`config.mk`:
```
export PLATFORM = sky130hd
export DESIGN_NAME = two_class_age_ordered_queue_flat
export DESIGN_NICKNAME = d
export VERILOG_FILES = /design/src/rtl/tcq_pkg.sv /design/src/rtl/tcq_cmd_if.sv /design/src/rtl/tcq_rsp_if.sv /design/src/rtl/tcq_ram.sv /design/src/rtl/tcq_fifo.sv /design/src/rtl/two_class_age_ordered_queue.sv /design/src/flat_wrapper.sv
export SDC_FILE = /design/constraint.sdc
export NUM_CORES = 1
export LEC_CHECK = 0
export BUFFER_PORTS_ARGS = -buffer_cell sky130_fd_sc_hd__buf_2
export CAP_MARGIN = 20
export CELL_PAD_IN_SITES_DETAIL_PLACEMENT = 0
export CELL_PAD_IN_SITES_GLOBAL_PLACEMENT = 1
export CORE_MARGIN = 4
export CORE_UTILIZATION = 50
export CTS_CLUSTER_SIZE = 24
export DETAILED_ROUTE_END_ITERATION = 16
export PLACE_DENSITY = 0.79
export REMOVE_ABC_BUFFERS = 1
export SLEW_MARGIN = 20
export SYNTH_ARGS = -nofsm -noshare
export SYNTH_HDL_FRONTEND = slang
export SYNTH_SLANG_ARGS = --single-unit
```
`constraint.sdc`:
```
create_clock -name clk_i -period 8.4 [get_ports clk_i]
set_input_delay 1.26 -clock clk_i [delete_from_list [all_inputs] [get_ports clk_i]]
set_output_delay 1.26 -clock clk_i [all_outputs]
set_load 0.03 [all_outputs]
```
`src/rtl/tcq_pkg.sv`:
```
// tcq_pkg: shared types and constants for the two-class age-ordered queue.
// Command modes, result status codes, class codes, FIFO status struct.
// No dependencies.
`timescale 1ns / 1ps

package tcq_pkg;

  localparam int unsigned QUEUE_DEPTH_DEF = 16;
  localparam int unsigned HANDLE_BITS_DEF = 16;

  localparam logic [1:0] CLASS0 = 2'd0;
  localparam logic [1:0] CLASS1 = 2'd1;

  typedef enum logic [1:0] {
    MODE_ENQ    = 2'd0,
    MODE_DEQ_ANY = 2'd1,
    MODE_DEQ_C0 = 2'd2,
    MODE_DEQ_C1 = 2'd3
  } tcq_mode_e;

  typedef enum logic [1:0] {
    ST_OK         = 2'd0,
    ST_BOTH_EMPTY = 2'd1,
    ST_CLASS_EMPTY = 2'd2,
    ST_FULL       = 2'd3
  } tcq_status_e;

  typedef struct packed {
    logic empty;
    logic single;
    logic full;
  } tcq_fifo_stat_t;

endpackage

```
`src/rtl/tcq_cmd_if.sv`:
```
// tcq_cmd_if: command channel (valid/ready plus command payload).
// Depends on tcq_pkg for the default handle width.
`timescale 1ns / 1ps

interface tcq_cmd_if #(
  parameter int unsigned HANDLE_BITS = tcq_pkg::HANDLE_BITS_DEF
);
  logic                   valid;
  logic                   ready;
  logic [1:0]             mode;
  logic [1:0]             item_class;
  logic [HANDLE_BITS-1:0] item_handle;

  modport source (output valid, mode, item_class, item_handle, input ready);
  modport sink   (input valid, mode, item_class, item_handle, output ready);
endinterface

```
`src/rtl/tcq_rsp_if.sv`:
```
// tcq_rsp_if: result channel (valid/ready plus result payload).
// Depends on tcq_pkg for the default handle width.
`timescale 1ns / 1ps

interface tcq_rsp_if #(
  parameter int unsigned HANDLE_BITS = tcq_pkg::HANDLE_BITS_DEF
);
  logic                   valid;
  logic                   ready;
  logic [1:0]             status;
  logic [HANDLE_BITS-1:0] out_handle;
  logic                   out_class;
  logic                   all_empty;

  modport source (output valid, status, out_handle, out_class, all_empty, input ready);
  modport sink   (input valid, status, out_handle, out_class, all_empty, output ready);
endinterface

```
`src/rtl/tcq_ram.sv`:
```
// tcq_ram: generic single-write, single-read RAM with registered read data.
// Read during write to the same address returns the old contents.
`timescale 1ns / 1ps

module tcq_ram #(
  parameter int unsigned WIDTH = 8,
  parameter int unsigned DEPTH = 16,
  localparam int unsigned AW = (DEPTH > 1) ? $clog2(DEPTH) : 1
) (
  input  logic             clk_i,
  input  logic             we_i,
  input  logic [AW-1:0]    waddr_i,
  input  logic [WIDTH-1:0] wdata_i,
  input  logic [AW-1:0]    raddr_i,
  output logic [WIDTH-1:0] rdata_o
);

  logic [WIDTH-1:0] mem_q [DEPTH];
  logic [WIDTH-1:0] rdata_q;

  always_ff @(posedge clk_i) begin
    if (we_i) begin
      mem_q[waddr_i] <= wdata_i;
    end
    rdata_q <= mem_q[raddr_i];
  end

  assign rdata_o = rdata_q;

endmodule

```
`src/rtl/tcq_fifo.sv`:
```
// tcq_fifo: one class FIFO with head entry always presented (show-ahead).
// Uses tcq_ram for storage and tcq_pkg for the status struct.
`timescale 1ns / 1ps

module tcq_fifo #(
  parameter int unsigned WIDTH = 22,
  parameter int unsigned DEPTH = tcq_pkg::QUEUE_DEPTH_DEF
) (
  input  logic                    clk_i,
  input  logic                    rst_ni,
  input  logic                    push_i,
  input  logic [WIDTH-1:0]        push_data_i,
  input  logic                    pop_i,
  output logic [WIDTH-1:0]        head_o,
  output tcq_pkg::tcq_fifo_stat_t stat_o
);
  import tcq_pkg::*;

  localparam int unsigned AW = $clog2(DEPTH);
  localparam int unsigned CW = $clog2(DEPTH + 1);

  logic [AW-1:0]    head_q, head_d, tail_q, tail_d;
  logic [CW-1:0]    count_q, count_d;
  logic             byp_q, byp_d;
  logic [WIDTH-1:0] byp_data_q;
  logic [WIDTH-1:0] rdata;

  always_comb begin
    head_d  = head_q;
    tail_d  = tail_q;
    count_d = count_q;
    if (pop_i) begin
      head_d = (head_q == AW'(DEPTH - 1)) ? '0 : head_q + 1'b1;
    end
    if (push_i) begin
      tail_d = (tail_q == AW'(DEPTH - 1)) ? '0 : tail_q + 1'b1;
    end
    if (push_i && !pop_i) begin
      count_d = count_q + 1'b1;
    end else if (pop_i && !push_i) begin
      count_d = count_q - 1'b1;
    end
  end

  // write landing on the entry being fetched: forward it past the RAM
  assign byp_d = push_i && (tail_q == head_d);

  always_ff @(posedge clk_i or negedge rst_ni) begin
    if (!rst_ni) begin
      head_q  <= '0;
      tail_q  <= '0;
      count_q <= '0;
      byp_q   <= 1'b0;
    end else begin
      head_q  <= head_d;
      tail_q  <= tail_d;
      count_q <= count_d;
      byp_q   <= byp_d;
    end
  end

  always_ff @(posedge clk_i) begin
    byp_data_q <= push_data_i;
  end

  tcq_ram #(
    .WIDTH (WIDTH),
    .DEPTH (DEPTH)
  ) u_ram (
    .clk_i   (clk_i),
    .we_i    (push_i),
    .waddr_i (tail_q),
    .wdata_i (push_data_i),
    .raddr_i (head_d),
    .rdata_o (rdata)
  );

  assign head_o       = byp_q ? byp_data_q : rdata;
  assign stat_o.empty  = (count_q == '0);
  assign stat_o.single = (count_q == CW'(1));
  assign stat_o.full   = (count_q == CW'(DEPTH));

endmodule

```
`src/rtl/two_class_age_ordered_queue.sv`:
```
// two_class_age_ordered_queue: two class FIFOs sharing one arrival stamp counter.
// Depends on tcq_pkg, tcq_cmd_if, tcq_rsp_if, tcq_fifo (which uses tcq_ram).
//
//   channel  dir  signals                                   accepted when
//   cmd_i    in   mode, item_class, item_handle             valid && ready
//   rsp_o    out  status, out_handle, out_class, all_empty  valid && ready
//
// One command per cycle while cmd_i.ready is high; its result appears in the output register in
// the cycle after acceptance. The head compare and select run from the FIFO head
// registers straight into the result register.
// Reset clears pointers, counts, the stamp counter and the result valid.
// cmd_i.ready drops only while a result is held and rsp_o.ready is low.
`timescale 1ns / 1ps

module two_class_age_ordered_queue #(
  parameter int unsigned QUEUE_DEPTH = tcq_pkg::QUEUE_DEPTH_DEF,
  parameter int unsigned HANDLE_BITS = tcq_pkg::HANDLE_BITS_DEF
) (
  input  logic       clk_i,
  input  logic       rst_ni,
  tcq_cmd_if.sink    cmd_i,
  tcq_rsp_if.source  rsp_o
);
  import tcq_pkg::*;

  localparam int unsigned STAMP_MOD = 4 * QUEUE_DEPTH;
  localparam int unsigned SW        = $clog2(STAMP_MOD);
  localparam int unsigned EW        = HANDLE_BITS + SW;

  logic             acc;
  tcq_mode_e        mode;
  logic [SW-1:0]    arr_q, arr_d;
  logic             push0, push1, pop0, pop1;
  logic [EW-1:0]    head0, head1, push_data;
  tcq_fifo_stat_t   st0, st1;
  logic [SW-1:0]    s0, s1;
  logic [SW:0]      stamp_gap;
  logic             older0;
  tcq_status_e      status_d;
  logic [HANDLE_BITS-1:0] handle_d;
  logic             class_d, all_empty_d;
  logic             e0_next, e1_next;

  logic             rsp_valid_q;
  tcq_status_e      status_q;
  logic [HANDLE_BITS-1:0] handle_q;
  logic             class_q, all_empty_q;

  assign cmd_i.ready = !rsp_valid_q || rsp_o.ready;
  assign acc         = cmd_i.valid && cmd_i.ready;
  assign mode        = tcq_mode_e'(cmd_i.mode);
  assign push_data   = {cmd_i.item_handle, arr_q};

  assign s0 = head0[SW-1:0];
  assign s1 = head1[SW-1:0];

  // stamp distance modulo STAMP_MOD
  always_comb begin
    if (s0 >= s1) begin
      stamp_gap = {1'b0, s0} - {1'b0, s1};
    end else begin
      stamp_gap = {1'b0, s0} + (SW + 1)'(STAMP_MOD) - {1'b0, s1};
    end
  end
  assign older0 = (stamp_gap >= (SW + 1)'(STAMP_MOD / 2));

  always_comb begin
    push0    = 1'b0;
    push1    = 1'b0;
    pop0     = 1'b0;
    pop1     = 1'b0;
    status_d = ST_OK;
    handle_d = '0;
    class_d  = 1'b0;
    case (mode)
      MODE_ENQ: begin
        if (cmd_i.item_class == CLASS0) begin
          if (st0.full) status_d = ST_FULL;
          else          push0    = acc;
        end else if (cmd_i.item_class == CLASS1) begin
          if (st1.full) status_d = ST_FULL;
          else          push1    = acc;
        end
      end
      MODE_DEQ_ANY: begin
        if (st0.empty && st1.empty) begin
          status_d = ST_BOTH_EMPTY;
        end else if (st1.empty || (!st0.empty && older0)) begin
          pop0     = acc;
          handle_d = head0[EW-1:SW];
        end else begin
          pop1     = acc;
          handle_d = head1[EW-1:SW];
          class_d  = 1'b1;
        end
      end
      MODE_DEQ_C0: begin
        if (st0.empty) begin
          status_d = ST_CLASS_EMPTY;
        end else begin
          pop0     = acc;
          handle_d = head0[EW-1:SW];
        end
      end
      MODE_DEQ_C1: begin
        if (st1.empty) begin
          status_d = ST_CLASS_EMPTY;
        end else begin
          pop1     = acc;
          handle_d = head1[EW-1:SW];
          class_d  = 1'b1;
        end
      end
      default: begin
        status_d = ST_OK;
      end
    endcase
  end

  assign e0_next     = (st0.empty && !push0) || (st0.single && pop0);
  assign e1_next     = (st1.empty && !push1) || (st1.single && pop1);
  assign all_empty_d = e0_next && e1_next;

  always_comb begin
    arr_d = arr_q;
    if (push0 || push1) begin
      arr_d = (arr_q == SW'(STAMP_MOD - 1)) ? '0 : arr_q + 1'b1;
    end
  end

  tcq_fifo #(
    .WIDTH (EW),
    .DEPTH (QUEUE_DEPTH)
  ) u_fifo0 (
    .clk_i       (clk_i),
    .rst_ni      (rst_ni),
    .push_i      (push0),
    .push_data_i (push_data),
    .pop_i       (pop0),
    .head_o      (head0),
    .stat_o      (st0)
  );

  tcq_fifo #(
    .WIDTH (EW),
    .DEPTH (QUEUE_DEPTH)
  ) u_fifo1 (
    .clk_i       (clk_i),
    .rst_ni      (rst_ni),
    .push_i      (push1),
    .push_data_i (push_data),
    .pop_i       (pop1),
    .head_o      (head1),
    .stat_o      (st1)
  );

  always_ff @(posedge clk_i or negedge rst_ni) begin
    if (!rst_ni) begin
      arr_q       <= '0;
      rsp_valid_q <= 1'b0;
    end else begin
      arr_q <= arr_d;
      if (acc) begin
        rsp_valid_q <= 1'b1;
      end else if (rsp_o.ready) begin
        rsp_valid_q <= 1'b0;
      end
    end
  end

  always_ff @(posedge clk_i) begin
    if (acc) begin
      status_q    <= status_d;
      handle_q    <= handle_d;
      class_q     <= class_d;
      all_empty_q <= all_empty_d;
    end
  end

  assign rsp_o.valid      = rsp_valid_q;
  assign rsp_o.status     = status_q;
  assign rsp_o.out_handle = handle_q;
  assign rsp_o.out_class  = class_q;
  assign rsp_o.all_empty  = all_empty_q;

  a_arr_range: assert property (@(posedge clk_i) disable iff (!rst_ni)
    arr_q <= SW'(STAMP_MOD - 1))
    else $error("stamp counter out of range");

  a_all_empty: assert property (@(posedge clk_i) disable iff (!rst_ni)
    acc |=> (rsp_o.all_empty == (st0.empty && st1.empty)))
    else $error("all_empty disagrees with FIFO state");

  a_deq_ok: assert property (@(posedge clk_i) disable iff (!rst_ni)
    (acc && mode != MODE_ENQ && !st0.empty && !st1.empty) |=> (rsp_o.status == ST_OK))
    else $error("dequeue failed with both queues holding items");

  a_zero_handle: assert property (@(posedge clk_i) disable iff (!rst_ni)
    (rsp_o.valid && rsp_o.status != ST_OK) |-> (rsp_o.out_handle == '0 && !rsp_o.out_class))
    else $error("non-ok result carries a handle");

endmodule
```
`src/flat_wrapper.sv`:
```
// flat-port wrapper written by rule: the top's interface ports become plain ports
module two_class_age_ordered_queue_flat import tcq_pkg::*;
#(
  parameter int unsigned QUEUE_DEPTH = tcq_pkg::QUEUE_DEPTH_DEF,
  parameter int unsigned HANDLE_BITS = tcq_pkg::HANDLE_BITS_DEF
)
  (clk_i, rst_ni, cmd_i_valid, cmd_i_mode, cmd_i_item_class, cmd_i_item_handle, cmd_i_ready, rsp_o_valid, rsp_o_status, rsp_o_out_handle, rsp_o_out_class, rsp_o_all_empty, rsp_o_ready);
  tcq_cmd_if #(.HANDLE_BITS(HANDLE_BITS)) cmd_i_i ();
  tcq_rsp_if #(.HANDLE_BITS(HANDLE_BITS)) rsp_o_i ();
  input  logic clk_i;
  input  logic rst_ni;
  input wire logic [$bits(cmd_i_i.valid)-1:0] cmd_i_valid;
  input wire logic [$bits(cmd_i_i.mode)-1:0] cmd_i_mode;
  input wire logic [$bits(cmd_i_i.item_class)-1:0] cmd_i_item_class;
  input wire logic [$bits(cmd_i_i.item_handle)-1:0] cmd_i_item_handle;
  output wire logic [$bits(cmd_i_i.ready)-1:0] cmd_i_ready;
  output wire logic [$bits(rsp_o_i.valid)-1:0] rsp_o_valid;
  output wire logic [$bits(rsp_o_i.status)-1:0] rsp_o_status;
  output wire logic [$bits(rsp_o_i.out_handle)-1:0] rsp_o_out_handle;
  output wire logic [$bits(rsp_o_i.out_class)-1:0] rsp_o_out_class;
  output wire logic [$bits(rsp_o_i.all_empty)-1:0] rsp_o_all_empty;
  input wire logic [$bits(rsp_o_i.ready)-1:0] rsp_o_ready;
  assign cmd_i_i.valid = cmd_i_valid;
  assign cmd_i_i.mode = cmd_i_mode;
  assign cmd_i_i.item_class = cmd_i_item_class;
  assign cmd_i_i.item_handle = cmd_i_item_handle;
  assign cmd_i_ready = cmd_i_i.ready;
  assign rsp_o_valid = rsp_o_i.valid;
  assign rsp_o_status = rsp_o_i.status;
  assign rsp_o_out_handle = rsp_o_i.out_handle;
  assign rsp_o_out_class = rsp_o_i.out_class;
  assign rsp_o_all_empty = rsp_o_i.all_empty;
  assign rsp_o_i.ready = rsp_o_ready;
  two_class_age_ordered_queue #(.QUEUE_DEPTH(QUEUE_DEPTH), .HANDLE_BITS(HANDLE_BITS)) u_core (.clk_i(clk_i), .rst_ni(rst_ni), .cmd_i(cmd_i_i), .rsp_o(rsp_o_i));
endmodule
```
# [Word-level counts from Yosys, hierarchy flattened]
# Memory sizes are Yosys's and may differ from the RTL's. A register that Yosys moved wholly into a read port is not among the register bits.
# Index checks and enable logic that the tools add are counted.
# W data, S select, Z words.
[op_classes] n_addsub=12 n_reduce_logical=32 n_eq_ne=15 magnitude_cmp=2 mux=52
[op_table] op="$mux W16" n=4
[op_table] op="$pmux W16 S3" n=1
[op_table] op="$mux W22" n=2
[op_table] op="$mux W4" n=6
[op_table] op="$mux W1" n=23
[op_table] op="$mux W5" n=4
[op_table] op="$add A4 B1 Y4 const B" n=4
[op_table] op="$eq A4 B4 Y1 const B" n=4
[op_table] op="$logic_and A1 B1 Y1" n=14
[op_table] op="$mux W2" n=6
[op_table] op="$add A5 B1 Y5 const B" n=2
[op_table] op="$eq A5 B1 Y1 const B" n=2
[op_table] op="$eq A5 B5 Y1 const B" n=2
[op_table] op="$logic_not A5 Y1" n=2
[op_table] op="$sub A5 B1 Y5 const B" n=2
[op_table] op="$eq A4 B4 Y1" n=2
[op_table] op="$pmux W2 S4" n=1
[op_table] op="$add A6 B7 Y7 const B" n=1
[op_table] op="$ge A7 B6 Y1 const B" n=1
[op_table] op="$mux W7" n=1
[op_table] op="$sub A6 B6 Y7" n=1
[op_table] op="$sub A7 B6 Y7" n=1
[op_table] op="$add A6 B1 Y6 const B" n=1
[op_table] op="$eq A6 B6 Y1 const B" n=1
[op_table] op="other kinds (9)" n=25
[totals] output_inout_bits=22 regBits=77 ramBits=704 n_memories=2
[mem_list] memory="u_core.u_fifo0.u_ram.mem_q" words=16 word_bits=22 rd=1 rd_clocked_by_memory_dff=1 write_ports=1 line="tcq_ram.sv:18" source="logic [WIDTH-1:0] mem_q [DEPTH];"
[mem_list] memory="u_core.u_fifo1.u_ram.mem_q" words=16 word_bits=22 rd=1 rd_clocked_by_memory_dff=1 write_ports=1 line="tcq_ram.sv:18"

# [Logic depth before layout (Yosys ltp)]
# Gate-level depths: netlist (run 1).
[logic_depth] word_depth=13 depth_mapped=18 ltp_nobuf=13

# [Hierarchy]
# Synthesis (run 1) repeated with hierarchy kept, for this count alone.
[unflattened] hier_cells=1632 hier_area_um2=32792.7
[modules_own_cells] module="tcq_ram" area_each_um2=13822.0 n_inst=2 cells_per_inst=583
[modules_own_cells] module="tcq_fifo" area_each_um2=1466.4 n_inst=2 cells_per_inst=120
[modules_own_cells] module="two_class_age_ordered_queue" area_each_um2=2215.9 n_inst=1 cells_per_inst=226

# [Worst setup path after synthesis (run 1)]
# No wires, ideal clock.
[synth_timing] path_kind="reg-to-reg" start="register u_core.u_fifo1.byp_q" end="register u_core.u_fifo0.u_ram.rdata_q[10] (netlist: u_core.u_fifo0.u_ram.rdata_o[10]), read port of u_core.u_fifo0.u_ram.mem_q" period_less_slack_ns=4.913 required_time_ns=8.264 setup_slack_ns=3.487 arrival_ns=4.777 path_stages_with_launch=16 cell_sequence="dfrtp_1 -> buf_1 -> buf_1 -> mux2_2 -> ha_1 -> fa_1 -> nor2b_1 -> a311oi_1 -> a221oi_2 -> nand2_1 -> a31oi_2 -> mux2i_2 -> buf_2 -> mux4_2 -> a22oi_1 -> o311ai_1"
[synth_via] elab_chain_cells=10
[synth_lines] element="from (decl)" line="tcq_fifo.sv:24" source="logic byp_q, byp_d;"
[synth_lines] element="from (signal assigned)" line="tcq_fifo.sv:58" source="byp_q <= byp_d;"
[synth_lines] element="$mux W22 (*)" line="tcq_fifo.sv:78" source="assign head_o = byp_q ? byp_data_q : rdata;"
[synth_lines] element="$sub A7 B6 Y7 (tied with other cells)" line="two_class_age_ordered_queue.sv:62" source="stamp_gap = {1'b0, s0} + (SW + 1)'(STAMP_MOD) - {1'b0, s1};"
[synth_lines] element="$mux W7 (*)" line="two_class_age_ordered_queue.sv:59" source="if (s0 >= s1) begin"
[synth_lines] element="$ge A7 B6 Y1 (*)" line="two_class_age_ordered_queue.sv:65" source="assign older0 = (stamp_gap >= (SW + 1)'(STAMP_MOD / 2));"
[synth_lines] element="$logic_and A1 B1 Y1 (*)" line="two_class_age_ordered_queue.sv:88" source="end else if (st1.empty || (!st0.empty && older0)) begin"
[synth_lines] element="$logic_or A1 B1 Y1 (*)" line="two_class_age_ordered_queue.sv:88"
[synth_lines] element="$mux W1 (*)" line="two_class_age_ordered_queue.sv:88"
[synth_lines] element="$mux W1 (*)" line="two_class_age_ordered_queue.sv:86" source="if (st0.empty && st1.empty) begin"
[synth_lines] element="$pmux W1 S2 (*)" line="two_class_age_ordered_queue.sv:75" source="case (mode)"
[synth_lines] element="$mux W4 (*)" line="tcq_fifo.sv:32" source="if (pop_i) begin"
[synth_lines] element="to (decl)" line="tcq_ram.sv:19" source="logic [WIDTH-1:0] rdata_q;"
# Every way passes the cells marked *; elsewhere a longest branch is shown, timed or not.
# A chain may end at the register's enable or synchronous reset.

# [Final worst setup path (run 1)]
[layout_timing] start="register u_core.u_fifo1.byp_q" end="register u_core.u_fifo0.u_ram.rdata_q[21] (netlist: u_core.u_fifo0.u_ram.rdata_o[21]), read port of u_core.u_fifo0.u_ram.mem_q"
# Same word-level chain as after synthesis.

==> results of run 1 <==
where the power goes:
group	internal, W	switching [W]	total [W]
Sequential	0.00476	0.000287	0.00504
Combinational	0.00164	0.00198	0.00362
Clock	0.00217	0.00151	0.00368
layer usage:
metal  track usage [%]  up-vias  part of all wire, %
met5                 0        -                    0
li1                  -     7364                    -
met2             33.04      614                   48
met1             30.43     8854                   43
met4             6.097        0                  2.3
met3             2.952      106                  6.6
cell usage in the layout, fill, tap and decap left out, types with 27 or more instances in the layout:
cell type,count
edfxtp_1,724
mux2i_1,122
mux4_2,110
mux2_2,109
clkbuf_16,86
nand2_1,67
dfxtp_1,66
nor2_1,62
a22oi_1,60
buf_4,47
buf_2,45
ha_1,31
dfrtp_1,29
o21ai_0,27
registers in the layout (all words and copies together), names as in the netlist, 2 cells and up:
| signal | flops |
|---|---|
| u_core.u_fifo1.head_q | 4 |
| u_core.arr_q | 6 |
| u_core.u_fifo1.count_q | 5 |
| u_core.u_fifo1.tail_q | 4 |
| u_core.u_fifo0.count_q | 5 |
| u_core.u_fifo0.tail_q | 4 |
| u_core.u_fifo1.u_ram.rdata_o | 22 |
| u_core.u_fifo0.u_ram.mem_q | 352 |
| u_core.rsp_o.status | 2 |
| u_core.u_fifo0.u_ram.rdata_o | 22 |
| u_core.u_fifo0.byp_data_q | 22 |
| u_core.u_fifo1.u_ram.mem_q | 352 |
| u_core.rsp_o.out_handle | 16 |
| u_core.u_fifo0.head_q | 4 |
per-stage QoR:
step                worst slack (ps)  cells
finish                          2823   2806
global route                    2345   2806
CTS                             2446   2806
detailed placement              2478   2651
global placement                2618   2651
floorplan                     -991.4   1703
final cells by class:
| class | instances | area share, % |
|---|---|---|
| clock buffer | 117 | 6.438 |
| clock inverter | 38 | 0.9889 |
| inverter | 29 | 0.2946 |
| multi-input combinational | 849 | 22.95 |
| sequential | 825 | 64.82 |
| tap | 855 | 2.896 |
| timing repair buffer | 93 | 1.619 |
worst max path at each step:
stage | start | end | slack (ps) | depth (start not counted)
CTS | u_core.u_fifo0.byp_q | u_core.u_fifo0.u_ram.rdata_o[8] | 2450 | 13
floorplan | u_core.u_fifo1.byp_q | u_core.u_fifo0.u_ram.rdata_o[0] | -990 | 12
detailed placement | u_core.u_fifo0.byp_q | u_core.u_fifo0.u_ram.rdata_o[9] | 2480 | 13
global route | u_core.u_fifo1.byp_q | u_core.u_fifo0.u_ram.rdata_o[10] | 2340 | 14
global placement | u_core.u_fifo0.byp_q | u_core.u_fifo0.u_ram.rdata_o[8] | 2620 | 13
finish | u_core.u_fifo1.byp_q | u_core.u_fifo0.u_ram.rdata_o[21] | 2820 | 14
cells by family (layout without fill, tap and decap cells):
logic type	after synthesis	in the layout	synth area share, %
DFF	825	825	72.94
muxes	345	345	15.15
and+or+nand+nor	251	251	3.828
AOI/OAI and AO/OA	195	195	4.460
buffers and inverters	111	277	1.693
adders and majority gates	32	32	1.243
xor gates and xnor gates	26	26	0.6938
worst max-delay path, stage by stage (launching register included):
cell,delay (ps)
dfrtp_1,330
buf_4,350
mux2_2,410
ha_1,220
fa_1,420
nor2b_1,210
a311oi_1,90
a221oi_2,420
nand2_1,160
a31oi_2,590
mux2i_4,830
buf_4,470
mux4_2,550
a22oi_1,230
o311ai_1,150
==> results.yml, run 1 <==
outcome:
  status: "completed"
worst_setup_path:
  r2r-end: "u_core.u_fifo0.u_ram.rdata_o[21]"
  worst_ep_required_time_ps: 8870
  worstPathArrival_ps: 6050
  cp_max_fo: 22
  timing.reg2reg.setup_slack_ps: 2820
  critPathKind: "register to register"
  r2r_cells: 14
  reg2reg_from: "u_core.u_fifo1.byp_q"
  crit_path_end_kind: "register"
  cp-start-kind: "register"
placed_design:
  portBuffers: 45
  post-dp-hpwl_um: 40360
  gp_congestion: 0.8153
  placed_area_sq_um: 34190
detailed_routing:
  ant_nets: 0
  drt-total-wl_um: 72880
  vias: 16938
  drt-initial-drc-count: 1923
  avgRoutedWirePerCell_um: 25.97
  via_per_inst: 6.036
  drc: 0
  first_pass_iters: 5
final_layout:
  layout-drive-gt1-share_pct: 25.58
  utilization_pct: 57.10
  diodes: 0
  syn2layout_area_growth_pct: 12.57
  fillers: 4842
  nNetsFinal: 1939
  multiInputGateArea_sq_um: 8478
  stdcell_area_sq_um: 36940
  ff_latch_area_sq_um: 23950
timing:
  worstMarginPinSlew_ps: 1132
  setup_violations: 0
  tns_ps: 0
  relSlewSlack_pct: 24.56
  fin_crit_ps: 5577
  finalMaxSlewViolations: 0
  hold_violations: 0
  post-route-period-util_pct: 66.39
  skew_ps: 27.37
  rsz0062_at_grt: "false"
  clock.fmax_mhz: 179.3
  fin_hold_ws_ps: 563.9
synthesis:
  syn_area_per_cell_sq_um: 18.39
  ys_types: 71
  ys.flop_type: "edfxtp_1"
  synthTopCellsByCount: "edfxtp_1 (724), mux2i_1 (124), mux2_2 (110), mux4_2 (110), nor2_1 (76)"
  ys_seq_area_share_pct: 72.94
  yosys_warnings: 0
  syn_inst: 1785
  async_reset_ff_share_pct: 4.242
  netlist_area_sq_um: 32820
  ys_seq_elements: 825
  yosysTopAreaCellShare_pct: 66.24
  yosys.cell_count.top_type: "edfxtp_1"
  netlist_top_cells_area: "edfxtp_1 (66%), mux4_2 (7.5%), dfxtp_1 (4.0%)"
  yosysTopAreaCell: "edfxtp_1"
  synth_edf_count: 724
floorplan:
  die_h_um: 264.2
  io_pins: 46
  die_w_um: 264.2
  die_area_sq_um: 69800
  rows: 93
  start_util_pct: 50.73
  coreArea_sq_um: 64700
global_routing:
  overflow: 0
  antenna_found_initial: 0
  grt_max_degree: 49
  grt_use_total_pct: 20.79
  grt_first_pass_wirelength_um: 109400
  grt_pass1_vias: 17151
clocking:
  cts.repair.resized: 0
  hold_buffers: 0
  root_buffer: "clkbuf_16"
  cts_made_buffers: 85
  postCtsSetupRepairBufs: 0
  htree_levels: 3
  clk_path_buf_depth: 3
  cts_sinks: 825
  insertion_delay_ps: 620
  clk_pin_slew_worst_paths_ps: 60
  cts_tree: "yes"
worst_hold_path:
  min_from: "u_core.u_fifo1.count_q[1]"
  min_delay_path_depth: 2
  hp-class: "register to register"
  min_to: "u_core.u_fifo1.count_q[1]"
pwr:
  power.leakage_nw: 12.49
  ir_worst_vdd_mv: 0.2144
  p_total_w: 0.01235
  power.density_nw_per_um2: 334.2
job:
  drv_cap: 0
Note: power is estimated with default switching activity, not from simulation.
==> inputs of run 2 (changes only) <==
--- a/config.mk
+++ b/config.mk
@@ -5,15 +5,16 @@
 export SDC_FILE = /design/constraint.sdc
 export NUM_CORES = 1
 export LEC_CHECK = 0
+export ABC_AREA = 1
 export BUFFER_PORTS_ARGS = -buffer_cell sky130_fd_sc_hd__buf_2
 export CAP_MARGIN = 20
 export CELL_PAD_IN_SITES_DETAIL_PLACEMENT = 0
 export CELL_PAD_IN_SITES_GLOBAL_PLACEMENT = 1
 export CORE_MARGIN = 4
-export CORE_UTILIZATION = 50
+export CORE_UTILIZATION = 45
 export CTS_CLUSTER_SIZE = 24
 export DETAILED_ROUTE_END_ITERATION = 16
-export PLACE_DENSITY = 0.79
+export PLACE_DENSITY = 0.81
 export REMOVE_ABC_BUFFERS = 1
 export SLEW_MARGIN = 20
 export SYNTH_ARGS = -nofsm -noshare
==> constraint.sdc (replaced) <==
create_clock -name clk_i -period 5 [get_ports clk_i]
set_input_delay 0.75 -clock clk_i [delete_from_list [all_inputs] [get_ports clk_i]]
set_output_delay 0.75 -clock clk_i [all_outputs]
set_load 0.03 [all_outputs]
==> results.yml, run 2 <==
outcome:
  status: "completed"
clocking:
  insertion_delay_ps: 640
  postCtsSetupRepairBufs: 0
  htree_levels: 3
  cts_sinks: 825
  root_buffer: "clkbuf_16"
  cts.repair.resized: 0
  clk_path_buf_depth: 3
  cts_made_buffers: 83
  clk_pin_slew_worst_paths_ps: 60
  hold_buffers: 0
  cts_tree: "yes"
pwr:
  p_total_w: 0.02256
  ir_worst_vdd_mv: 0.4544
  swShare_pct: 36.87
  power.density_nw_per_um2: 553.8
  power.leakage_nw: 17.42
  pwr-share-comb_pct: 33.1
  switching_power_w: 0.008316
  power_frac_clock_pct: 29.2
  p_int_w: 0.01424
  pwr-share-seq_pct: 37.7
synthesis:
  synth_edf_count: 724
  async_reset_ff_share_pct: 4.242
  yosys_warnings: 0
  yosys.cell_count.top_type: "nand2_1"
  yosysTopAreaCell: "edfxtp_1"
  yosysTopAreaCellShare_pct: 60.10
  syn_area_per_cell_sq_um: 10.12
  ys_seq_area_share_pct: 66.17
  netlist_area_sq_um: 36180
  ys.flop_type: "edfxtp_1"
  netlist_top_cells_area: "edfxtp_1 (60%), nand3_1 (9.8%), nand2_1 (9.2%)"
  syn_inst: 3576
  ys_seq_elements: 825
  synthTopCellsByCount: "nand2_1 (884), edfxtp_1 (724), nand3_1 (708), inv_1 (701), nor2_1 (81)"
  ys_types: 44
final_layout:
  final_common_cell: "nand2_1"
  stdcell_area_sq_um: 40730
  largestRegisters: "u_core.u_fifo0.u_ram.mem_q: 352 flops, u_core.u_fifo1.u_ram.mem_q: 352 flops"
  utilization_pct: 51.31
  syn2layout_area_growth_pct: 12.59
  final_cell_mix: "nand2_1 (881), edfxtp_1 (724), nand3_1 (708)"
  layout-drive-gt1-share_pct: 9.295
  nNetsFinal: 3675
  diodes: 0
timing:
  relSlewSlack_pct: 28.14
  clock.fmax_mhz: 245.8
  hold_violations: 0
  setup_violations: 0
  finalMaxSlewViolations: 0
  rsz0062_at_grt: "false"
  post-route-period-util_pct: 81.38
  fin_hold_ws_ps: 247.6
  worstMarginPinSlew_ps: 1077
  skew_ps: 24.73
  fin_crit_ps: 4069
  tns_ps: 0
placed_design:
  placed_area_sq_um: 37800
  gp_congestion: 0.8539
  portBuffers: 45
  post-dp-hpwl_um: 49870
global_routing:
  grt_max_degree: 91
  grt_first_pass_wirelength_um: 137900
  grt_pass1_vias: 22842
  overflow: 0
  antenna_found_initial: 4
  grt_use_total_pct: 20.97
worst_setup_path:
  crit_path_end_kind: "register"
  worstPathArrival_ps: 4590
  path_cells: "mux2_2 -> ha_1 -> nand2_1 -> nor3_1 -> nand3b_1 -> nand2_1 -> nand2_1 -> nand2_1 -> nand2_2 -> nand2_4 -> nand2_2 -> nand2_4 -> nand2_8 -> nand2_4 -> nand2_4 -> buf_12 -> nand2_1 -> nand3_1 -> nand3_1 -> nand3_1 -> nand2_1"
  cp-start-kind: "register"
  slowest_delay_ps: 540
  critPathKind: "register to register"
  cp_max_fo: 46
  r2r_cells: 21
  crit_top_cell: "nand2_1"
  worst_ep_required_time_ps: 5520
  cp_slowest_cell: "dfrtp_1"
detailed_routing:
  avgRoutedWirePerCell_um: 19.23
  met1_length_um: 39880
  wl_met3_um: 6800
  ant_nets: 0
  drt-total-wl_um: 91140
  via_per_inst: 5.173
  routed.top_layer: "met5"
  first_pass_iters: 5
  wl_met2_um: 41920
  drt-initial-drc-count: 2154
  vias: 24522
  drc: 0
floorplan:
  die_w_um: 291.5
  start_util_pct: 45.57
  io_pins: 46
  rows: 103
  die_area_sq_um: 84990
  die_h_um: 291.5
  coreArea_sq_um: 79390
job:
  drv_cap: 0
worst_hold_path:
  hp-class: "input port to async pin"
==> run 2: changes by cell type in the layout (fill, tap and decap cells not counted), sizes merged, moves of 20 or more <==
| cell | delta |
|---|---|
| mux2i | -122 |
| nand2b | -20 |
| buf | +28 |
| o311ai | -23 |
| a22oi | -60 |
| mux2 | -97 |
| inv | +680 |
| o21ai | +29 |
| nand3 | +693 |
| nand2 | +830 |
| mux4 | -110 |
| o221ai | -22 |
==> run 2: final timing paths <==
path,startpoint,endpoint,slack [ps]
min in group clk_i,rsp_o_ready,u_core.rsp_o.valid,410
hold reg to reg,u_core.rsp_o.valid,u_core.rsp_o.valid,530
hold / removal,rst_ni,u_core.u_fifo1.tail_q[1],250
setup / recovery,u_core.u_fifo0.byp_q,u_core.u_fifo0.u_ram.rdata_o[15],930
max in group asynchronous,rst_ni,u_core.arr_q[1],4140
setup reg to reg,u_core.u_fifo0.byp_q,u_core.u_fifo0.u_ram.rdata_o[15],930
==> run 2: critical path: cells and delay by family (launching register included) <==
family / cells / cell delay (ps)
adders and majority gates: 1 / 380
buffers and inverters: 1 / 300
DFF: 1 / 540
muxes: 1 / 380
and+or+nand+nor: 18 / 2270
==> run 2: routing by layer <==
metal  global-route usage, %  vias to the layer above
met2                   33.45                      850
met5                       0                        -
met1                   29.76                    11828
met4                   6.747                        4
li1                        -                    11693
met3                   3.248                      147
==> run 2: cell families (layout without fill, tap and decap cells) <==
| family | count (synthesis) | count (layout) | synth area share, % |
|---|---|---|---|
| xor gates and xnor gates | 16 | 16 | 0.3874 |
| and+or+nand+nor | 1717 | 1717 | 20.71 |
| adders and majority gates | 32 | 32 | 1.127 |
| buffers and inverters | 871 | 985 | 9.597 |
| DFF | 825 | 825 | 66.17 |
| AOI/OAI and AO/OA | 99 | 99 | 1.518 |
| muxes | 16 | 16 | 0.4877 |
==> run 2: final cells by class <==
class,instances,area (sq um)
Clock inverter,47,596.8
Fill cell,6961,38650
Timing Repair Buffer,121,983.4
Sequential cell,825,23940
Tap cell,1050,1314
Clock buffer,109,2328
Inverter,708,2660
Multi-Input combinational cell,1880,8910
==> run 2: power groups by stage <==
stage / clock, W / combinational [W] / sequential, W
global placement: 0 / 0.00736 / 0.00864
global route: 0.00696 / 0.00833 / 0.00852
CTS: 0.00667 / 0.00746 / 0.00850
finish: 0.00659 / 0.00748 / 0.00849
floorplan: 0 / 0.00486 / 0.00855
detailed placement: 0 / 0.00742 / 0.00864
==> run 2: per-stage QoR <==
stage	instances	worst slack, ps
after global routing	4740	601.9
after floorplan	3413	-983.9
after global placement	4584	1011
after detailed placement	4584	1007
final	4740	931.0
after CTS	4740	975.3
==> inputs of run 3 (changes only) <==
--- a/config.mk
+++ b/config.mk
@@ -5,16 +5,16 @@
 export SDC_FILE = /design/constraint.sdc
 export NUM_CORES = 1
 export LEC_CHECK = 0
-export ABC_AREA = 1
+export ABC_AREA = 0
 export BUFFER_PORTS_ARGS = -buffer_cell sky130_fd_sc_hd__buf_2
 export CAP_MARGIN = 20
 export CELL_PAD_IN_SITES_DETAIL_PLACEMENT = 0
 export CELL_PAD_IN_SITES_GLOBAL_PLACEMENT = 1
 export CORE_MARGIN = 4
-export CORE_UTILIZATION = 45
+export CORE_UTILIZATION = 50
 export CTS_CLUSTER_SIZE = 24
 export DETAILED_ROUTE_END_ITERATION = 16
-export PLACE_DENSITY = 0.81
+export PLACE_DENSITY = 0.82
 export REMOVE_ABC_BUFFERS = 1
 export SLEW_MARGIN = 20
 export SYNTH_ARGS = -nofsm -noshare
==> constraint.sdc (replaced) <==
create_clock -name clk_i -period 3.5 [get_ports clk_i]
set_input_delay 0.525 -clock clk_i [delete_from_list [all_inputs] [get_ports clk_i]]
set_output_delay 0.525 -clock clk_i [all_outputs]
set_load 0.03 [all_outputs]
==> results.yml, run 3 (synthesized netlist as in run 1, its figures left out) <==
worst_setup_path:
  cp_max_fo: 8
  worstPathArrival_ps: 4580
  cp-start-kind: "register"
  slowest_delay_ps: 500
  worst_ep_required_time_ps: 4000
  critPathKind: "register to register"
  cp_slowest_cell: "mux4_2"
  path_cells: "buf_6 -> mux2i_4 -> ha_4 -> fa_2 -> nor2b_4 -> a311oi_2 -> a221oi_4 -> nand2_2 -> a31oi_4 -> buf_6 -> mux2i_4 -> buf_12 -> buf_16 -> buf_12 -> mux4_2 -> a22oi_2 -> o311ai_1"
  crit_path_end_kind: "register"
floorplan:
  rows: 93
  die_w_um: 264.2
  io_pins: 46
  die_area_sq_um: 69800
  coreArea_sq_um: 64700
  die_h_um: 264.2
  start_util_pct: 50.73
placed_design:
  portBuffers: 45
  gp_congestion: 0.8296
  placed_cells: 2780
  post-dp-hpwl_um: 45520
  placed_area_sq_um: 35560
  pre_cts_ws_ps: -512.1
detailed_routing:
  ant_nets: 0
  drt-initial-drc-count: 1979
  drt-total-wl_um: 84270
  drc: 0
  avgRoutedWirePerCell_um: 28.09
  via_per_inst: 6.087
  vias: 18262
  first_pass_iters: 5
pwr:
  pwr-share-comb_pct: 40.4
  switching_power_w: 0.01107
  swShare_pct: 31.38
  power.density_nw_per_um2: 876.2
  pwr-share-seq_pct: 34.1
  power_frac_clock_pct: 25.5
  p_int_w: 0.02420
  power.leakage_nw: 13.99
  ir_worst_vdd_mv: 0.6488
final_layout:
  ff_latch_area_sq_um: 23940
  largestRegisters: "u_core.u_fifo0.u_ram.mem_q: 352 flops, u_core.u_fifo1.u_ram.mem_q: 352 flops"
  utilization_pct: 62.20
  layout-drive-gt1-share_pct: 37.45
  syn2layout_area_growth_pct: 22.62
  stdcell_area_sq_um: 40240
  final_cell_mix: "edfxtp_1 (724), buf_4 (149), mux2i_1 (116)"
  multiInputGateArea_sq_um: 9296
  final_common_cell: "edfxtp_1"
  fillers: 4381
  nNetsFinal: 2130
  final_cell_count_no_fill: 3000
timing:
  relSlewSlack_pct: 26.14
  setup_violations: 67
  fin_ws_ps: -580.3
  finalMaxSlewViolations: 0
  rsz0062_at_grt: "true"
  fin_crit_ps: 4080
  skew_ps: 24.21
  post-route-period-util_pct: 116.6
  fin_hold_ws_ps: 53.92
  hold_violations: 0
  clock.fmax_mhz: 245.1
  worstMarginPinSlew_ps: 1107
clocking:
  clk_path_buf_depth: 3
  insertion_delay_ps: 630
  root_buffer: "clkbuf_16"
  cts_made_buffers: 82
  cts_tree: "yes"
  htree_levels: 3
  clk_pin_slew_worst_paths_ps: 60
  hold_buffers: 0
  cts_sinks: 825
global_routing:
  grt_use_total_pct: 23.71
  grt_max_degree: 38
  antenna_found_initial: 1
  overflow: 0
  grt_pass1_vias: 18658
  grt_first_pass_wirelength_um: 122200
outcome:
  status: "finished, violations left"
  violations: "setup timing"
job:
  drv_cap: 0
worst_hold_path:
  hp-class: "input port to async pin"
[run 3: layout make-up]
type / instances / area share [%]
antenna: 1 / 0.006218
clock buffer: 108 / 5.649
clock inverter: 46 / 1.284
inverter: 29 / 0.2767
multi-input combinational: 850 / 23.10
sequential: 825 / 59.49
tap: 855 / 2.658
timing repair buffer: 286 / 7.536
[run 3: power groups by stage]
stage / clock [W] / sequential (W) / combinational, W
floorplan: 0 / 0.0120 / 0.00642
global placement: 0 / 0.0121 / 0.0104
detailed placement: 0 / 0.0122 / 0.0106
CTS: 0.00913 / 0.0120 / 0.0131
global route: 0.00957 / 0.0121 / 0.0150
finish: 0.00898 / 0.0120 / 0.0143
[run 3: repair_timing]
item / CTS / global route
cloned: 14 / 3
gates resized for setup: 141 / 79
setup endpoints to repair: 48 / 70
setup buffers: 50 / 10
pin swaps: 62 / 47
[run 3: metal layers]
| layer | track usage (%) | vias to the layer above | wire, um |
|---|---|---|---|
| met5 | 0 | - | 0 |
| met4 | 8.152 | 0 | 2980 |
| met3 | 3.791 | 172 | 7123 |
| met2 | 39.31 | 868 | 41160 |
| met1 | 32.37 | 9467 | 33000 |
| li1 | - | 7755 | - |
[run 3: through the flow]
step | total power (W) | setup TNS (ps)
after global placement | 0.02250 | -16880
after detailed placement | 0.02272 | -19100
final | 0.03526 | -26640
after floorplan | 0.01846 | -289420
after CTS | 0.03422 | -12210
after global routing | 0.03658 | -32400
[run 3: worst paths after layout]
path                                      startpoint  slack [ps]                               end  cells after the start
max in group asynchronous                     rst_ni        2780              u_core.u_fifo0.byp_q                      1
max                             u_core.u_fifo0.byp_q        -580  u_core.u_fifo0.u_ram.rdata_o[15]                     17
min reg2reg                u_core.u_fifo0.count_q[3]         580         u_core.u_fifo0.count_q[3]                      1
max reg2reg                     u_core.u_fifo0.byp_q        -580  u_core.u_fifo0.u_ram.rdata_o[15]                     17
min in group clk_i                       cmd_i_valid         140                u_core.rsp_o.valid                      2
min                                           rst_ni          50          u_core.u_fifo1.tail_q[1]                      1
[run 3: critical path: cells and delay by family, from the launching register on]
kind	cells	cell delay [ps]
fa+ha+maj	2	580
simple gates	2	320
mux	3	980
compound gates	5	850
flops	1	450
buf+inv	5	770
